## src/hw/rtl/rasi_pkg.sv

```systemverilog
// ============================================================================
// rasi_pkg: shared types and constants of the ray versus box slab test
// Field widths, divider depth and the sideband records passed between stages.
// ============================================================================
package rasi_pkg;

   localparam int NUM_W   = 32;            // Q16.16 input field width
   localparam int AXES    = 3;
   localparam int LANES   = 2 * AXES;      // one division per box face
   localparam int FRAC_W  = 16;
   localparam int MAG_W   = NUM_W + 1;     // magnitude of a 33-bit difference
   localparam int QUO_W   = MAG_W + FRAC_W; // dividend and quotient width
   localparam int REM_W   = NUM_W;         // remainder stays below the divisor
   localparam int T_W     = QUO_W + 2;     // signed slab parameter
   localparam int DIST_W  = 31;
   localparam int THR_W   = 16;
   localparam int REQ_W   = 12 * NUM_W;
   localparam int RSP_W   = 32;

   localparam logic signed [T_W-1:0] T_INF    = T_W'(64'sd1 <<< (T_W - 2));
   localparam logic signed [T_W-1:0] DIST_MAX = T_W'(64'sh7FFF_FFFF);

   localparam logic [1:0]       ADDR_THRESHOLD = 2'd0;
   localparam logic [THR_W-1:0] THR_RESET      = THR_W'(1);

   typedef logic [MAG_W-1:0]           mag_type;
   typedef logic [NUM_W-1:0]           den_type;
   typedef logic [QUO_W-1:0]           quo_type;
   typedef logic [REM_W-1:0]           rem_type;
   typedef logic signed [T_W-1:0]      t_type;

   // Per-axis flags travelling beside the divider lanes.
   typedef struct packed {
      logic [AXES-1:0]  par;     // axis counts as parallel
      logic [AXES-1:0]  in_slab; // origin within the slab of that axis
      logic [LANES-1:0] neg;     // quotient of that lane is negative
   } side_type;

endpackage

```

## src/hw/rtl/rasi_csr.sv

```systemverilog
// ============================================================================
// rasi_csr: configuration register port
// Holds the parallel threshold, written and read over a simple APB port.
// ============================================================================
module rasi_csr (
   input  logic                      clock,
   input  logic                      reset,
   input  logic                      psel,
   input  logic                      penable,
   input  logic                      pwrite,
   input  logic [1:0]                paddr,
   input  logic [31:0]               pwdata,
   output logic [31:0]               prdata,
   output logic                      pready,
   output logic [rasi_pkg::THR_W-1:0] threshold
);
   import rasi_pkg::*;

   logic [THR_W-1:0] thr_ff, thr_in;
   logic             wr_en;

   // The port decodes a single word, so every byte offset selects it.
   assign wr_en  = psel && penable && pwrite && (paddr[1:0] == ADDR_THRESHOLD || 1'b1);
   assign thr_in = wr_en ? pwdata[THR_W-1:0] : thr_ff;

   always_ff @(posedge clock) begin
      if (reset) begin
         thr_ff <= THR_RESET;
      end else begin
         thr_ff <= thr_in;
      end
   end

   assign pready    = 1'b1;
   assign prdata    = {{(32-THR_W){1'b0}}, thr_ff};
   assign threshold = thr_ff;

endmodule

```

## config.mk

```make
export PLATFORM = sky130hd
export DESIGN_NAME = rasi_csr
export DESIGN_NICKNAME = d
export VERILOG_FILES = /design/src/hw/rtl/rasi_pkg.sv /design/src/hw/rtl/rasi_csr.sv
export SDC_FILE = /design/constraint.sdc
export NUM_CORES = 1
export LEC_CHECK = 0
export BUFFER_PORTS_ARGS = -buffer_cell sky130_fd_sc_hd__buf_2
export CORE_ASPECT_RATIO = 0.7
export CORE_MARGIN = 10
export CORE_UTILIZATION = 30
export CTS_BUF_LIST = sky130_fd_sc_hd__clkbuf_16
export DETAILED_ROUTE_END_ITERATION = 16
export HOLD_SLACK_MARGIN = 0.1
export PLACE_DENSITY = 0.67
export SLEW_MARGIN = 20
export SYNTH_ARGS = -nofsm -noshare
export SYNTH_HDL_FRONTEND = slang
export SYNTH_SLANG_ARGS = --single-unit
```

## constraint.sdc

```tcl
create_clock -name clock -period 1.9 [get_ports clock]
set_clock_uncertainty 0.1 [all_clocks]
set_input_delay 0.38 -clock clock [delete_from_list [all_inputs] [get_ports clock]]
set_output_delay 0.38 -clock clock [all_outputs]
set_load 0.01 [all_outputs]
```

==> key figures <==
GRT
  – First-pass GRT wire length: 3220 um
  – Initial antenna violation count: 0
  – Vias in the first global route: between 600 and 700
  – Grt ovf: 0
  – Largest net degree at the start of global routing: 33
  – Global Route Usage Sum: slightly below 7%

Die
  – Io pins: 88
  – Die Area: roughly 6000 sq um
  – Row cnt: 17
  – Die height: just under 70 um
  – Core area: between 3000 and 4000 sq um
  – Starting Density: between 30% and 40%
  – Die Wd: roughly 90 um

CTS
  – TritonCTS clock tree: built
  – CTS Buffer Depth: 2
  – Clk root buf: clkbuf_16
  – Hold buffers post-CTS: 0
  – CTS Buf Count: 3
  – Post-CTS setup repair buffer count: 0
  – H-Tree Level Count: 1
  – CTS clk-pin slew, worst paths: ~0.050 ns
  – Post-cts resize count: 0
  – CTS sink count: 16
  – Clk Latency, worst-skew pair: between 0.2 and 0.25 ns

Critical path
  – Slowest cell on crit path: dfxtp_1
  – Critical Path RT: roughly 1.4 ns
  – Critical Path AT: between 0.7 and 0.8 ns
  – CP Max Fanout: 3
  – Startpoint types: register
  – Critical path's top delay family: flip-flops
  – Crit path buf inv count: 1
  – Critical path class: reg -> out
  – CP Cell Sequence: buf_2
  – Critical Path Max Stage Delay: between 0.3 and 0.4 ns
  – CP endpoint kind: output pin

Synth
  – Simple-gate share of the synthesized area: slightly above 20%
  – Yosys top cell by area: dfxtp_1
  – Largest family of logic cells by synthesized area: buffers and inverters
  – Synth Instances: ~110
  – Top post-synthesis cells by area: dfxtp_1 33%, buf_4 25%, nand2b_1 19%, mux2i_1 16%, buf_12 2.0%
  – Post-synthesis mux area share: around 16%
  – Sequential area share after synthesis: 32.7%
  – Ys Warns: 0
  – Synth Area in Adders: 0%
  – Synth Register Bits: 16
  – Post-synth top area share: around 33%
  – Synth cell types: 10
  – XOR/XNOR Fraction of Synth Area: 0%
  – Mean area per synthesized cell: approximately 9.3 sq um
  – Synth Area in Compound Gates: 0%
  – Synth Cell Area: 980 sq um

Routing
  – First DRT Iteration DRCs: 19
  – DRT Wirelength: around 2200 um
  – Post-route DRC: 0
  – Antenna Violating Nets Remaining: 0
  – Total iterations of the first detailed-routing run: 4
  – Vias/cell: ~3.7
  – WL/cell: 12.3 um
  – Vias post-DR: between 600 and 700

Finish
  – Max FFs per register: 16
  – Final std cells w/o fill: approximately 180
  – ANT cells: 0
  – NumNets Final: around 180
  – Fraction of layout cells with a size suffix above 1: between 40% and 50%
  – Area Growth Syn to Fin: 16.3%

Place
  – Port Buffers: between 50 and 60
  – GPL Wtd Cong: ~0.63
  – Placed cell count: roughly 170
  – Detailed placer's ending HPWL: 1790 um

STA
  – Setup violators final: 0
  – Final Hold Fails: 0
  – Period utilization: 64.4%
  – TNS Setup: 0 ns
  – Slew Limit Fails: 0
  – Max Clock Freq: slightly above 800 MHz
  – RSZ-0062 raised after global routing: no
  – Min Clock Period, post-route: 1.22 ns

Pwr
  – Max VDD drop: between 0.3 and 0.4 mV
  – Pwr Density: between 700 and 800 nW/um^2
  – Leakage: 0.585 nW

Flow run
  – Maxcap violations: 0

Min path
  – Hold WC Path Type: in -> reg

Run status
  – Status: complete, no violations
==> metrics by stage <==
step | area [sq um] | hold WS (ns) | utilization [%] | worst slack, ns | power [mW]
6_report | 1140 | 0.293 | 36.2 | 0.676 | 0.870
5_1_grt | 1140 | 0.305 | 36.2 | 0.625 | 0.917
4_1_cts | 1140 | 0.290 | 36.2 | 0.661 | 0.886
3_5_place_dp | 1060 | 0.375 | 33.7 | 0.595 | 0.481
3_3_place_gp | 1060 | 0.372 | 33.7 | 0.616 | 0.480
2_1_floorplan | 1040 | 0.405 | - | 0.756 | 0.476
==> placed cells by master, fill, tap and decap left out <==
cell       instances
clkinv_1           1
clkbuf_16          3
buf_2             52
buf_4              1
nor2_1             2
mux2i_1           16
dfxtp_1           16
and3_1             1
conb_1            17
nand2b_1          30
==> synth_stat cells <==
cell,n
nor2_1,2
buf_6,1
dfxtp_1,16
clkbuf_1,3
and3_1,1
conb_1,2
nand2b_1,30
mux2i_1,16
buf_12,1
buf_4,33
==> worst paths after layout <==
path                              startpoint                    endpoint  slack (ns)  cells after the start
setup reg to reg   threshold[1]$_SDFFE_PP0P_   threshold[1]$_SDFFE_PP0P_        1.20                      2
hold / removal                    pwdata[15]  threshold[15]$_SDFFE_PP0P_        0.29                      3
setup / recovery   threshold[3]$_SDFFE_PP0P_                threshold[3]        0.68                      1
hold reg to reg   threshold[13]$_SDFFE_PP0P_  threshold[13]$_SDFFE_PP0P_        0.38                      2
==> logic make-up (layout without fill, tap and decap cells) <==
kind of cell           Yosys count  count (layout)
buffers and inverters           38              57
flip-flops                      16              16
multiplexers                    16              16
other                            2              17
AND/OR/NAND/NOR                 33              33
==> power by group <==
part	total (mW)	internal [mW]	leakage, nW	switching [mW]
Combinational	0.117	0.0536	0.417	0.0636
Clock	0.396	0.278	0.0385	0.118
Sequential	0.356	0.349	0.130	0.00767
Total	0.870	0.680	0.585	0.189
==> area by class of cell <==
type                       instances  area (sq um)
fill                             330          2010
multi-input combinational         66           425
sequential                        16           320
timing repair buffer              53           268
clock buffer                       3          75.1
tap                               38          47.5
clock inverter                     1          3.75
==> routing by layer <==
| layer | up-vias | wire length (um) | GRT usage (%) |
|---|---|---|---|
| met4 | 0 | 25 | 2.41 |
| met5 | - | 0 | 0 |
| met1 | 277 | 881 | 7.16 |
| met2 | 32 | 1010 | 11.1 |
| li1 | 346 | - | - |
| met3 | 2 | 261 | 4.03 |
No activity file was read; power rests on OpenSTA's default activity.
