## config.mk

```make
export PLATFORM = sky130hd
export DESIGN_NAME = rasi_back
export DESIGN_NICKNAME = d
export VERILOG_FILES = /design/src/hw/rtl/rasi_pkg.sv /design/src/hw/rtl/rasi_back.sv
export SDC_FILE = /design/constraint.sdc
export NUM_CORES = 2
export LEC_CHECK = 0
export BUFFER_PORTS_ARGS = -buffer_cell sky130_fd_sc_hd__buf_2
export CELL_PAD_IN_SITES_DETAIL_PLACEMENT = 1
export CELL_PAD_IN_SITES_GLOBAL_PLACEMENT = 2
export CORE_MARGIN = 3
export CORE_UTILIZATION = 43
export CTS_CLUSTER_SIZE = 8
export DETAILED_ROUTE_END_ITERATION = 12
export GPL_TIMING_DRIVEN = 0
export PLACE_DENSITY_LB_ADDON = 0.15
export SETUP_SLACK_MARGIN = 0.4
export SYNTH_ARGS = -nofsm -noshare
export SYNTH_HDL_FRONTEND = slang
export SYNTH_SLANG_ARGS = --single-unit
```

## constraint.sdc

```tcl
create_clock -name clock -period 30.5 [get_ports clock]
set_clock_uncertainty 0.05 [all_clocks]
set_input_delay 3.05 -clock clock [delete_from_list [all_inputs] [get_ports clock]]
set_output_delay 3.05 -clock clock [all_outputs]
set_load 0.005 [all_outputs]
```

## src/hw/rtl/rasi_pkg.sv

```systemverilog
// ============================================================================
// rasi_pkg: shared types and constants of the ray versus box slab test
// Field widths, divider depth and the sideband records passed between stages.
// ============================================================================
package rasi_pkg;

   localparam int NUM_W   = 32;            // Q16.16 input field width
   localparam int AXES    = 3;
   localparam int LANES   = 2 * AXES;      // one division per box face
   localparam int FRAC_W  = 16;
   localparam int MAG_W   = NUM_W + 1;     // magnitude of a 33-bit difference
   localparam int QUO_W   = MAG_W + FRAC_W; // dividend and quotient width
   localparam int REM_W   = NUM_W;         // remainder stays below the divisor
   localparam int T_W     = QUO_W + 2;     // signed slab parameter
   localparam int DIST_W  = 31;
   localparam int THR_W   = 16;
   localparam int REQ_W   = 12 * NUM_W;
   localparam int RSP_W   = 32;

   localparam logic signed [T_W-1:0] T_INF    = T_W'(64'sd1 <<< (T_W - 2));
   localparam logic signed [T_W-1:0] DIST_MAX = T_W'(64'sh7FFF_FFFF);

   localparam logic [1:0]       ADDR_THRESHOLD = 2'd0;
   localparam logic [THR_W-1:0] THR_RESET      = THR_W'(1);

   typedef logic [MAG_W-1:0]           mag_type;
   typedef logic [NUM_W-1:0]           den_type;
   typedef logic [QUO_W-1:0]           quo_type;
   typedef logic [REM_W-1:0]           rem_type;
   typedef logic signed [T_W-1:0]      t_type;

   // Per-axis flags travelling beside the divider lanes.
   typedef struct packed {
      logic [AXES-1:0]  par;     // axis counts as parallel
      logic [AXES-1:0]  in_slab; // origin within the slab of that axis
      logic [LANES-1:0] neg;     // quotient of that lane is negative
   } side_type;

endpackage

```

## src/hw/rtl/rasi_back.sv

```systemverilog
// ============================================================================
// rasi_back: interval intersection and result stages
// Signs the slab parameters, intersects the axis intervals, forms the result.
// ============================================================================
module rasi_back (
   input  logic                  clock,
   input  logic                  reset,
   input  logic                  in_valid,
   output logic                  in_ready,
   input  rasi_pkg::quo_type     quo [rasi_pkg::LANES],
   input  rasi_pkg::side_type    side,
   output logic                  out_valid,
   input  logic                  out_ready,
   output logic                  hit,
   output logic [rasi_pkg::DIST_W-1:0] distance
);
   import rasi_pkg::*;

   logic            v1_ff, v2_ff, v3_ff, v1_in, v2_in, v3_in;
   logic            en1, en2, en3;
   t_type           tmin_ff [AXES];
   t_type           tmax_ff [AXES];
   t_type           tmin_in [AXES];
   t_type           tmax_in [AXES];
   logic [AXES-1:0] par_ff, pmiss_ff;
   t_type           lo_ff, hi_ff, lo_in, hi_in;
   logic            miss_ff, miss_in;
   logic            hit_ff, hit_in;
   logic [DIST_W-1:0] dist_ff, dist_in;

   assign en3      = !v3_ff || out_ready;
   assign en2      = !v2_ff || en3;
   assign en1      = !v1_ff || en2;
   assign in_ready = en1;
   assign v1_in    = en1 ? in_valid : v1_ff;
   assign v2_in    = en2 ? v1_ff : v2_ff;
   assign v3_in    = en3 ? v2_ff : v3_ff;

   // Stage one: apply signs and order each axis pair.
   always_comb begin
      t_type t0, t1, m0, m1;
      for (int a = 0; a < AXES; a++) begin
         m0 = t_type'({2'b00, quo[2*a]});
         m1 = t_type'({2'b00, quo[2*a+1]});
         t0 = side.neg[2*a]   ? -m0 : m0;
         t1 = side.neg[2*a+1] ? -m1 : m1;
         tmin_in[a] = (t0 > t1) ? t1 : t0;
         tmax_in[a] = (t0 > t1) ? t0 : t1;
      end
   end

   // Stage two: intersect the intervals of the non-parallel axes.
   always_comb begin
      lo_in = -T_INF;
      hi_in = T_INF;
      for (int a = 0; a < AXES; a++) begin
         if (!par_ff[a]) begin
            if (tmin_ff[a] > lo_in) begin
               lo_in = tmin_ff[a];
            end
         end
      end
      for (int a = 0; a < AXES; a++) begin
         if (!par_ff[a]) begin
            if (tmax_ff[a] < hi_in) begin
               hi_in = tmax_ff[a];
            end
         end
      end
   end

   assign miss_in = (|pmiss_ff) || (lo_in > hi_in) || hi_in[T_W-1];

   // Stage three: pick the entry, or the exit when the origin is inside.
   always_comb begin
      t_type d;
      d       = lo_ff[T_W-1] ? hi_ff : lo_ff;
      hit_in  = !miss_ff;
      if (miss_ff) begin
         dist_in = '0;
      end else if (d > DIST_MAX) begin
         dist_in = DIST_MAX[DIST_W-1:0];
      end else begin
         dist_in = d[DIST_W-1:0];
      end
   end

   always_ff @(posedge clock) begin
      if (reset) begin
         v1_ff <= 1'b0;
         v2_ff <= 1'b0;
         v3_ff <= 1'b0;
      end else begin
         v1_ff <= v1_in;
         v2_ff <= v2_in;
         v3_ff <= v3_in;
      end
   end

   always_ff @(posedge clock) begin
      if (en1) begin
         tmin_ff  <= tmin_in;
         tmax_ff  <= tmax_in;
         par_ff   <= side.par;
         pmiss_ff <= side.par & ~side.in_slab;
      end
      if (en2) begin
         lo_ff   <= lo_in;
         hi_ff   <= hi_in;
         miss_ff <= miss_in;
      end
      if (en3) begin
         hit_ff  <= hit_in;
         dist_ff <= dist_in;
      end
   end

   assign out_valid = v3_ff;
   assign hit       = hit_ff;
   assign distance  = dist_ff;

endmodule

```

==> flow_metrics.env <==
export IMPL_grt_antenna_before_repair=9
export IMPL_route_detailed_drc=0
export IMPL_portBuffers=338
export IMPL_post_place_cells=5045
export IMPL_slowest_stage="nor4_1"
export IMPL_fmax_mhz=66.60
export IMPL_synth_warnings=0
export IMPL_numCtsBuffers=67
export IMPL_ys_flop_type="edfxtp_1"
export IMPL_grt_start_max_net_pins=74
export IMPL_hpwl_um=108800
export IMPL_wl_per_cell_um=25.18
export IMPL_cts_hold_buf=0
export IMPL_post_dp_cell_area_mm2=0.03939
export IMPL_finalSetupViolations=0
export IMPL_place_gp_congestion=0.9369
export IMPL_leakage_nw=19.26
export IMPL_synth_edf_count=447
export IMPL_layout_commonest_cell="edfxtp_1"
export IMPL_slew_headroom_pct=16.60
export IMPL_instances_no_fill=5141
export IMPL_synth_top_area_share_pct=37.09
export IMPL_synthCells=3631
export IMPL_rsz0062_at_grt="false"
export IMPL_fin_area_mm2=0.04124
export IMPL_slowest_delay_ns=0.76
export IMPL_coreArea_mm2=0.08277
export IMPL_clk_insertion_delay_late_ns=0.61
export IMPL_clk_path_buf_depth=3
export IMPL_root_buffer="clkbuf_16"
export IMPL_synthArstFlopShare_pct=0
export IMPL_cts_max_level=3
export IMPL_synth_distinct_cells=64
export IMPL_maxCapViolCount=0
export IMPL_period_share_pct=49.23
export IMPL_worst_r2r_setup_slack_ns=15.49
export IMPL_route_vias_total=30381
export IMPL_hold_viol=0
export IMPL_synth_seq_cells=450
export IMPL_path_buf_inv=9
export IMPL_grt_ovfl_total=0
export IMPL_netlist_top_cell_by_area="edfxtp_1"
export IMPL_ant_nets=0
export IMPL_routed_wirelength_um=129500
export IMPL_period_needed_ns=15.01
export IMPL_pin_count=344
export IMPL_crit_family="compound AO/OA/AOI/OAI gates"
export IMPL_critPathMaxFanout=10
export IMPL_die_area_mm2=0.08768
export IMPL_avgSynthCellArea_um2=9.967
export IMPL_end_kind="flip-flop"
export IMPL_grt_total_usage_pct=29.10
export IMPL_cts_resized=0
export IMPL_initial_core_util_pct=43.72
export IMPL_viasPerCell=5.910
export IMPL_start_kind="flip-flop"
export IMPL_cts_tree="built"
export IMPL_fin_nets=4765
export IMPL_crit_path_frequent_cell="clkbuf_1"
export IMPL_drive_gt1_share_pct=11.26
export IMPL_ir_drop_uv=40.91
export IMPL_p_per_area_mw_per_mm2=69.36
export IMPL_mostFrequentLayoutCells="447 x edfxtp_1, 410 x ha_1, 401 x mux2i_1"
export IMPL_post_cts_setup_buffers=0
export IMPL_fin_setup_tns_ns=0
export IMPL_path_clk_slew_ns=0.06
export IMPL_grt_pass1_vias=30652
export IMPL_tightestPinTransition_ns=1.251
export IMPL_synth_seq_area_share_pct=37.26
export IMPL_outcome="finished, final reports clean"
export IMPL_grt_pass1_wl_um=190300
export IMPL_drt_initial_drc_count=2236
export IMPL_cp_data_arrival_time_ns=15.28
export IMPL_hold_path_class="reg -> reg"
export IMPL_fp_dieH_um=296.1
export IMPL_syn_area_mm2=0.03619
export IMPL_clock_sinks=450
export IMPL_fp_row_count=105
export IMPL_detail_route_first_pass_iterations=5
export IMPL_die_width_um=296.1
export IMPL_critPathRequiredTime_ns=30.77
export IMPL_areaGrowthSynthToFinish_pct=13.96
export IMPL_drv_slew=0
export IMPL_worstSetupPathType="reg -> reg"
export IMPL_syn_num_nets=4351
export IMPL_synthTopCellsByArea="edfxtp_1 37%, ha_1 14%, mux2i_1 11%"
==> registers in the layout, summed over array words and instances (netlist names) <==
| register | cells |
|---|---|
| tmax_ff | 153 |
| tmin_ff | 153 |
| hi_ff | 51 |
| lo_ff | 51 |
| distance | 31 |
| par_ff | 3 |
| pmiss_ff | 3 |
| hit | 1 |
| miss_ff | 1 |
| out_valid | 1 |
| v1_ff | 1 |
| v2_ff | 1 |
==> worst paths after layout <==
check | start | end | depth (start not counted)
setup / recovery | par_ff[0] | miss_ff | 45
hold / removal | v2_ff | out_valid | 2
setup reg to reg | par_ff[0] | miss_ff | 45
hold reg to reg | v2_ff | out_valid | 2
==> kinds of logic (layout without fill, tap and decap cells) <==
logic type,Yosys count,count (layout),synth area share (%)
DFF,450,450,37.26
adders and majority gates,411,411,14.20
xor gates and xnor gates,284,284,6.873
muxes,410,410,11.37
other,0,5,0
and+or+nand+nor,860,860,11.91
AOI/OAI and AO/OA,805,805,14.12
buffers and inverters,411,846,4.266
==> layout make-up <==
type | instances | area [um2]
diodes | 5 | 12.51
plain buffers | 129 | 485.5
clock buffers | 79 | 1743
clock inverters | 11 | 80.08
fillers | 9410 | 41520
inverters | 282 | 1061
multi-input cells | 2770 | 21170
flip-flops and latches | 450 | 13480
well taps | 1070 | 1339
repair buffers | 345 | 1869
==> power breakdown <==
group | leakage (nW) | total (mW) | switching, mW | internal, mW
Sequential | 4.86 | 1.00 | 0.104 | 0.900
Clock | 0.891 | 0.675 | 0.276 | 0.400
Combinational | 13.5 | 1.18 | 0.718 | 0.464
Total | 19.3 | 2.86 | 1.10 | 1.76
==> stage by stage <==
stage | worst slack [ns] | hold WS, ns | util [%] | total power [mW]
after global placement | 14.00 | 0.4010 | 47.38 | 2.145
after detailed placement | 15.99 | 0.4109 | 47.59 | 2.183
after CTS | 15.85 | 0.4350 | 49.79 | 2.870
after floorplan | 17.56 | 0.3817 | - | 1.733
after global routing | 14.86 | 0.4548 | 49.82 | 3.051
final | 15.49 | 0.4219 | 49.83 | 2.861
==> synth_stat cells (3+ instances only) <==
master     number
a2111oi_0       5
a211oi_1        8
a21o_1        185
a21oi_1       237
a31oi_1         3
and2_1          7
and4_1          6
buf_1          40
clkbuf_1       88
dfxtp_1         3
edfxtp_1      447
ha_1          410
inv_1         282
mux2_2          9
mux2i_1       401
nand2_1       293
nand2b_1       29
nand3_1        27
nand3b_1        8
nand4_1        86
nor2_1        166
nor2b_1        33
nor3_1         27
nor3b_1         3
nor4_1         48
o2111ai_1       4
o211ai_1        5
o21a_1         17
o21ai_0       185
o221ai_1        4
o31ai_1        87
o41ai_1        40
or2_2          14
or3_1          45
or3_4           3
or4_1          53
or4_4           5
xnor2_1        15
xor2_1        269
==> worst reg2reg max path: cells and delay by family (launching register included) <==
kind,cells,cell delay (ns)
fa+ha+maj,3,0.92
compound gates,17,4.65
buf+inv,9,4.57
simple gates,15,3.94
mux,1,0.24
flops,1,0.35
==> metal layers <==
layer	global-route usage, %	part of all wire, %	up-vias
li1	-	-	14312
met1	39.74	44	14999
met4	10.63	3.8	4
met2	47.48	46	895
met3	3.632	5.8	171
met5	0	0.023	-
(Power assumes the default switching activity.)
