`config.mk`:
```
export PLATFORM = sky130hd
export DESIGN_NAME = rasi_front
export DESIGN_NICKNAME = d
export VERILOG_FILES = /design/src/hw/rtl/rasi_pkg.sv /design/src/hw/rtl/rasi_front.sv
export SDC_FILE = /design/constraint.sdc
export NUM_CORES = 1
export LEC_CHECK = 0
export BUFFER_PORTS_ARGS = -buffer_cell sky130_fd_sc_hd__clkbuf_2
export CAP_MARGIN = 20
export CORE_MARGIN = 4
export CORE_UTILIZATION = 29
export DETAILED_ROUTE_END_ITERATION = 7
export MAX_ROUTING_LAYER = met4
export SLEW_MARGIN = 30
export SYNTH_ARGS = -nofsm -noshare
export SYNTH_HDL_FRONTEND = slang
export SYNTH_SLANG_ARGS = --single-unit
```
`constraint.sdc`:
```
create_clock -name clock -period 12 [get_ports clock]
set_input_delay 1.8 -clock clock [delete_from_list [all_inputs] [get_ports clock]]
set_output_delay 1.8 -clock clock [all_outputs]
set_load 0.02 [all_outputs]
```
`src/hw/rtl/rasi_pkg.sv`:
```
// ============================================================================
// rasi_pkg: shared types and constants of the ray versus box slab test
// Field widths, divider depth and the sideband records passed between stages.
// ============================================================================
package rasi_pkg;

   localparam int NUM_W   = 32;            // Q16.16 input field width
   localparam int AXES    = 3;
   localparam int LANES   = 2 * AXES;      // one division per box face
   localparam int FRAC_W  = 16;
   localparam int MAG_W   = NUM_W + 1;     // magnitude of a 33-bit difference
   localparam int QUO_W   = MAG_W + FRAC_W; // dividend and quotient width
   localparam int REM_W   = NUM_W;         // remainder stays below the divisor
   localparam int T_W     = QUO_W + 2;     // signed slab parameter
   localparam int DIST_W  = 31;
   localparam int THR_W   = 16;
   localparam int REQ_W   = 12 * NUM_W;
   localparam int RSP_W   = 32;

   localparam logic signed [T_W-1:0] T_INF    = T_W'(64'sd1 <<< (T_W - 2));
   localparam logic signed [T_W-1:0] DIST_MAX = T_W'(64'sh7FFF_FFFF);

   localparam logic [1:0]       ADDR_THRESHOLD = 2'd0;
   localparam logic [THR_W-1:0] THR_RESET      = THR_W'(1);

   typedef logic [MAG_W-1:0]           mag_type;
   typedef logic [NUM_W-1:0]           den_type;
   typedef logic [QUO_W-1:0]           quo_type;
   typedef logic [REM_W-1:0]           rem_type;
   typedef logic signed [T_W-1:0]      t_type;

   // Per-axis flags travelling beside the divider lanes.
   typedef struct packed {
      logic [AXES-1:0]  par;     // axis counts as parallel
      logic [AXES-1:0]  in_slab; // origin within the slab of that axis
      logic [LANES-1:0] neg;     // quotient of that lane is negative
   } side_type;

endpackage

```
`src/hw/rtl/rasi_front.sv`:
```
// ============================================================================
// rasi_front: slab set-up stage
// Forms bound differences, magnitudes, signs and the parallel and inside flags.
// ============================================================================
module rasi_front (
   input  logic                          clock,
   input  logic                          reset,
   input  logic                          in_valid,
   output logic                          in_ready,
   input  logic [rasi_pkg::REQ_W-1:0]    in_data,
   input  logic [rasi_pkg::THR_W-1:0]    threshold,
   output logic                          out_valid,
   input  logic                          out_ready,
   output rasi_pkg::mag_type             num [rasi_pkg::LANES],
   output rasi_pkg::den_type             den [rasi_pkg::AXES],
   output rasi_pkg::side_type            side
);
   import rasi_pkg::*;

   logic     v_ff, v_in, en;
   mag_type  num_ff [LANES];
   mag_type  num_in [LANES];
   den_type  den_ff [AXES];
   den_type  den_in [AXES];
   side_type side_ff, side_in;

   assign en       = !v_ff || out_ready;
   assign in_ready = en;
   assign v_in     = en ? in_valid : v_ff;

   always_comb begin
      logic signed [NUM_W-1:0] org, dir, bmin, bmax;
      logic signed [MAG_W-1:0] d_lo, d_hi, dir_x;
      logic [MAG_W-1:0]        dmag;
      side_in = '0;
      for (int a = 0; a < AXES; a++) begin
         org  = in_data[a*NUM_W +: NUM_W];
         dir  = in_data[(3+a)*NUM_W +: NUM_W];
         bmin = in_data[(6+a)*NUM_W +: NUM_W];
         bmax = in_data[(9+a)*NUM_W +: NUM_W];
         d_lo = MAG_W'(bmin) - MAG_W'(org);
         d_hi = MAG_W'(bmax) - MAG_W'(org);
         dir_x = MAG_W'(dir);
         dmag  = dir_x[MAG_W-1] ? MAG_W'(-dir_x) : MAG_W'(dir_x);
         num_in[2*a]   = d_lo[MAG_W-1] ? MAG_W'(-d_lo) : MAG_W'(d_lo);
         num_in[2*a+1] = d_hi[MAG_W-1] ? MAG_W'(-d_hi) : MAG_W'(d_hi);
         den_in[a]     = dmag[NUM_W-1:0];
         side_in.neg[2*a]   = d_lo[MAG_W-1] ^ dir[NUM_W-1];
         side_in.neg[2*a+1] = d_hi[MAG_W-1] ^ dir[NUM_W-1];
         side_in.par[a]     = (dir == '0) || (dmag < MAG_W'(threshold));
         side_in.in_slab[a] = (org >= bmin) && (org <= bmax);
      end
   end

   always_ff @(posedge clock) begin
      if (reset) begin
         v_ff <= 1'b0;
      end else begin
         v_ff <= v_in;
      end
   end

   always_ff @(posedge clock) begin
      if (en) begin
         num_ff  <= num_in;
         den_ff  <= den_in;
         side_ff <= side_in;
      end
   end

   assign out_valid = v_ff;
   assign num       = num_ff;
   assign den       = den_ff;
   assign side      = side_ff;

endmodule

```
==> PnR_summary.wiki <==
{| class="wikitable"
! Metric !! Value
|-
| Placeable core area || 98420 um2
|-
| Kind of start point of the critical path || primary input
|-
| Critical path capture point type || flip-flop
|-
| Clock sink total || 307
|-
| Area added between synthesis and finish || 22.35%
|-
| Per-instance average area after synthesis || 8.805 um2
|-
| Fraction of layout cells with a size suffix above 1 || 21.66%
|-
| Final hold violation count || 0
|-
| Area of the multi-input gates || 18500 um2
|-
| Post-route non-filler standard cell count || 5275
|-
| Number of global-route vias before repair || 27.35k
|-
| Post-synthesis async set-or-reset flop share || 0%
|-
| Post-synth EDFFs || 306
|-
| Number of hold buffers added after CTS || 0
|-
| Total nets after synthesis || 3928
|-
| Number of antenna violations at the first check in global routing || 27
|-
| Most frequent standard cell in the layout excluding fill and tap cells || sky130_fd_sc_hd__clkbuf_2
|-
| Maximum vdd drop || 0.1049 mV
|-
| Register area share after synthesis || 32.02%
|-
| Synth Cell Area || 28760 um2
|-
| DP Worst Slack || 5.820 ns
|-
| Total of buffers placed on input and output ports || 711
|-
| Maximum capacitance violations || 0
|-
| Critical Setup Path Class || in -> reg
|-
| Yosys synthesis warning count || 0
|-
| Pwr dens || 146.1 nW/um2
|-
| Number of synthesized register bits || 307
|-
| Transition time at the pin with the least slew margin || 0.9343 ns
|-
| Post-Place Cells || 5178
|-
| Count of instances resized after the clock tree is built || 0
|-
| Fraction of the core area covered by cells at the end of the flow || 35.75%
|-
| Final HPWL from detailed placement || 109.6 mm
|-
| Die H || 322.9 um
|-
| Top-level I/O count || 712
|-
| Crit path setup slack, layout || 6.516 ns
|-
| Critical path fanouts, max || 10
|-
| Detail-routed via count per cell || 5.473
|-
| Starting utilization of the core area || 29.22%
|-
| Horizontal die dimension || 322.9 um
|-
| Largest net degree at the start of global routing || 77
|-
| Latest clock arrival within the worst-skew pair || 0.58 ns
|-
| Std cell rows || 115
|-
| Number of H-tree branching levels || 2
|-
| Hold/Removal Path Class || reg -> reg
|-
| Detail Route Antenna Nets || 0
|-
| Global-route wire length before repair || 183.2 mm
|-
| Final worst-path cycle share || 45.70%
|-
| Gp weighted congestion || 1.034
|-
| Total clock buffers created by CTS || 41
|-
| Fill count || 10.30k
|-
| Routed length per instance || 24.44 um
|-
| Maximum frequency from static timing analysis || 0.1823 GHz
|-
| Buffer count from post-CTS setup fixing || 0
|-
| Placement-stage cell area || 33690 um2
|-
| Total leakage power || 15.17 nW
|-
| Cell depth of the worst hold path || 2
|-
| Setup violation total in the final timing report || 0
|-
| Depth of the worst register-to-register path || 4
|-
| Post-route clock skew || 0.01899 ns
|-
| DR DRC count || 0
|-
| Final slew viol count || 0
|-
| Final-layout setup total negative slack || 0 ns
|-
| Final cell area excluding filler cells || 35190 um2
|-
| Area of the die || 104300 um2
|-
| Worst-case clock buffer depth || 3
|-
| Mapped Cells || 3266
|-
| GRT overflow || 0
|-
| Commonest non-fill, non-tap cells in the layout || sky130_fd_sc_hd__clkbuf_2, sky130_fd_sc_hd__edfxtp_1, sky130_fd_sc_hd__xnor2_1, sky130_fd_sc_hd__a21oi_1, sky130_fd_sc_hd__nand2_1
|-
| DR pass1 iterations || 5
|-
| Worst-path clk slew || 0.06 ns
|-
| Overall global routing resource usage || 24.24%
|-
| Root buf cell || sky130_fd_sc_hd__clkbuf_16
|-
| Min Clock Period, post-route || 5.484 ns
|-
| Relative max-transition margin || 36.11%
|-
| Setup repair after global routing missed its margin || no
|-
| Netlist cell types || 93
|-
| Post-layout nets || 4597
|-
| Post-detailed-routing wire length || 128.9 mm
|-
| Total via count in the routed design || 28.87k
|-
| Clock tree from TritonCTS || done
|-
| Run status || completed
|-
| Sequential cell area || 9209 um2
|-
| Endpoint arrival time on the critical path || 5.81 ns
|-
| Worst EP required || 12.33 ns
|-
| Top FF cell, synth || sky130_fd_sc_hd__edfxtp_1
|-
| Number of violations reported at the end of detailed-routing iteration 0 || 2528
|}
worst max-delay path, stage by stage:
cell	delay, ns
sky130_fd_sc_hd__clkbuf_2	0.07
sky130_fd_sc_hd__inv_1	0.08
sky130_fd_sc_hd__ha_1	0.51
sky130_fd_sc_hd__nand2_1	0.19
sky130_fd_sc_hd__a211oi_1	0.30
sky130_fd_sc_hd__a211oi_1	0.18
sky130_fd_sc_hd__o21ai_0	0.67
sky130_fd_sc_hd__xor2_1	0.24
sky130_fd_sc_hd__or4_1	0.60
sky130_fd_sc_hd__nor4b_1	0.76
sky130_fd_sc_hd__a41oi_1	0.23
sky130_fd_sc_hd__xor2_1	0.18
metal layers:
metal  up-vias  routed length [um]  share of wire [%]  global-route usage (%)
li1      13550                   -                  -                       -
met1     13850               56310                 44                   31.34
met2      1264               57700                 45                   37.42
met3       209                9353                7.3                   4.642
met4         0                5567                4.3                   9.661
met5         -                   0                  0                       -
cells by family after synthesis:
| family | synth area share (%) |
|---|---|
| AND/OR/NAND/NOR | 18.41 |
| AO/OA/AOI/OAI | 21.34 |
| XOR/XNOR | 12.67 |
| flip-flops | 32.02 |
| buffers and inverters | 3.824 |
| adder cells (fa/ha/maj) | 11.38 |
| multiplexers | 0.3524 |
power breakdown:
| group | internal (W) | leakage (nW) | switching [W] |
|---|---|---|---|
| Combinational | 0.000720 | 11.3 | 0.00144 |
| Clock | 0.000784 | 0.672 | 0.000521 |
| Sequential | 0.00152 | 3.20 | 0.000151 |
registers in the layout, indices dropped and copies added (netlist names):
register / count
side: 12
den: 96
out_valid: 1
num: 198
path summary, 6_finish.rpt:
path | startpoint | endpoint | slack, ns
min reg2reg | out_valid$_SDFFE_PP0P_ | side[2]$_DFFE_PP_ | 1.11
max | in_data[73] | num[31]$_DFFE_PP_ | 6.52
min | out_valid$_SDFFE_PP0P_ | side[2]$_DFFE_PP_ | 1.11
max reg2reg | out_valid$_SDFFE_PP0P_ | den[69]$_DFFE_PP_ | 8.96
per-stage QoR:
step                      power (W)  hold slack [ns]
after floorplan            0.002986            1.869
after global placement     0.003832            1.164
after detailed placement   0.003825            1.156
after CTS                  0.005162            1.172
after global routing       0.005398            1.184
final                      0.005142            1.109
layout make-up:
class / count / area share [%]
sequential: 307 / 26.17
clock buffer: 46 / 3.090
timing repair buffer: 725 / 10.48
antenna: 23 / 0.1636
clock inverter: 27 / 0.8926
inverter: 192 / 2.048
multi-input combinational: 2668 / 52.58
tap: 1287 / 4.577
cells in the mapped netlist (13+ instances only):
cell	number	share of area, %
sky130_fd_sc_hd__ha_1	252	11
sky130_fd_sc_hd__nor3b_1	13	0.34
sky130_fd_sc_hd__clkbuf_1	96	1.3
sky130_fd_sc_hd__o21a_1	32	0.84
sky130_fd_sc_hd__nor2_1	217	2.8
sky130_fd_sc_hd__xnor2_1	289	8.8
sky130_fd_sc_hd__a31oi_1	50	1.1
sky130_fd_sc_hd__a211oi_1	29	0.76
sky130_fd_sc_hd__nand3_1	79	1.4
sky130_fd_sc_hd__nand4_1	51	1.1
sky130_fd_sc_hd__a21boi_0	13	0.34
sky130_fd_sc_hd__nor4_1	43	0.94
sky130_fd_sc_hd__nor3_1	86	1.5
sky130_fd_sc_hd__a21oi_1	282	4.9
sky130_fd_sc_hd__nor2b_1	34	0.74
sky130_fd_sc_hd__or4_1	24	0.63
sky130_fd_sc_hd__nand2_1	266	3.5
sky130_fd_sc_hd__edfxtp_1	306	32
sky130_fd_sc_hd__nand2b_1	46	1.0
sky130_fd_sc_hd__and4_1	14	0.43
sky130_fd_sc_hd__inv_1	192	2.5
sky130_fd_sc_hd__and2_1	20	0.44
sky130_fd_sc_hd__or2_2	21	0.46
sky130_fd_sc_hd__o21ai_0	202	3.5
sky130_fd_sc_hd__xor2_1	127	3.9
sky130_fd_sc_hd__a211o_1	13	0.40
sky130_fd_sc_hd__and3_1	34	0.74
sky130_fd_sc_hd__or3_1	31	0.67
sky130_fd_sc_hd__o41ai_1	18	0.55
sky130_fd_sc_hd__a21o_1	89	2.3
sky130_fd_sc_hd__o31ai_1	51	1.3
sky130_fd_sc_hd__o211ai_1	34	0.89
(Power assumes the default switching activity.)
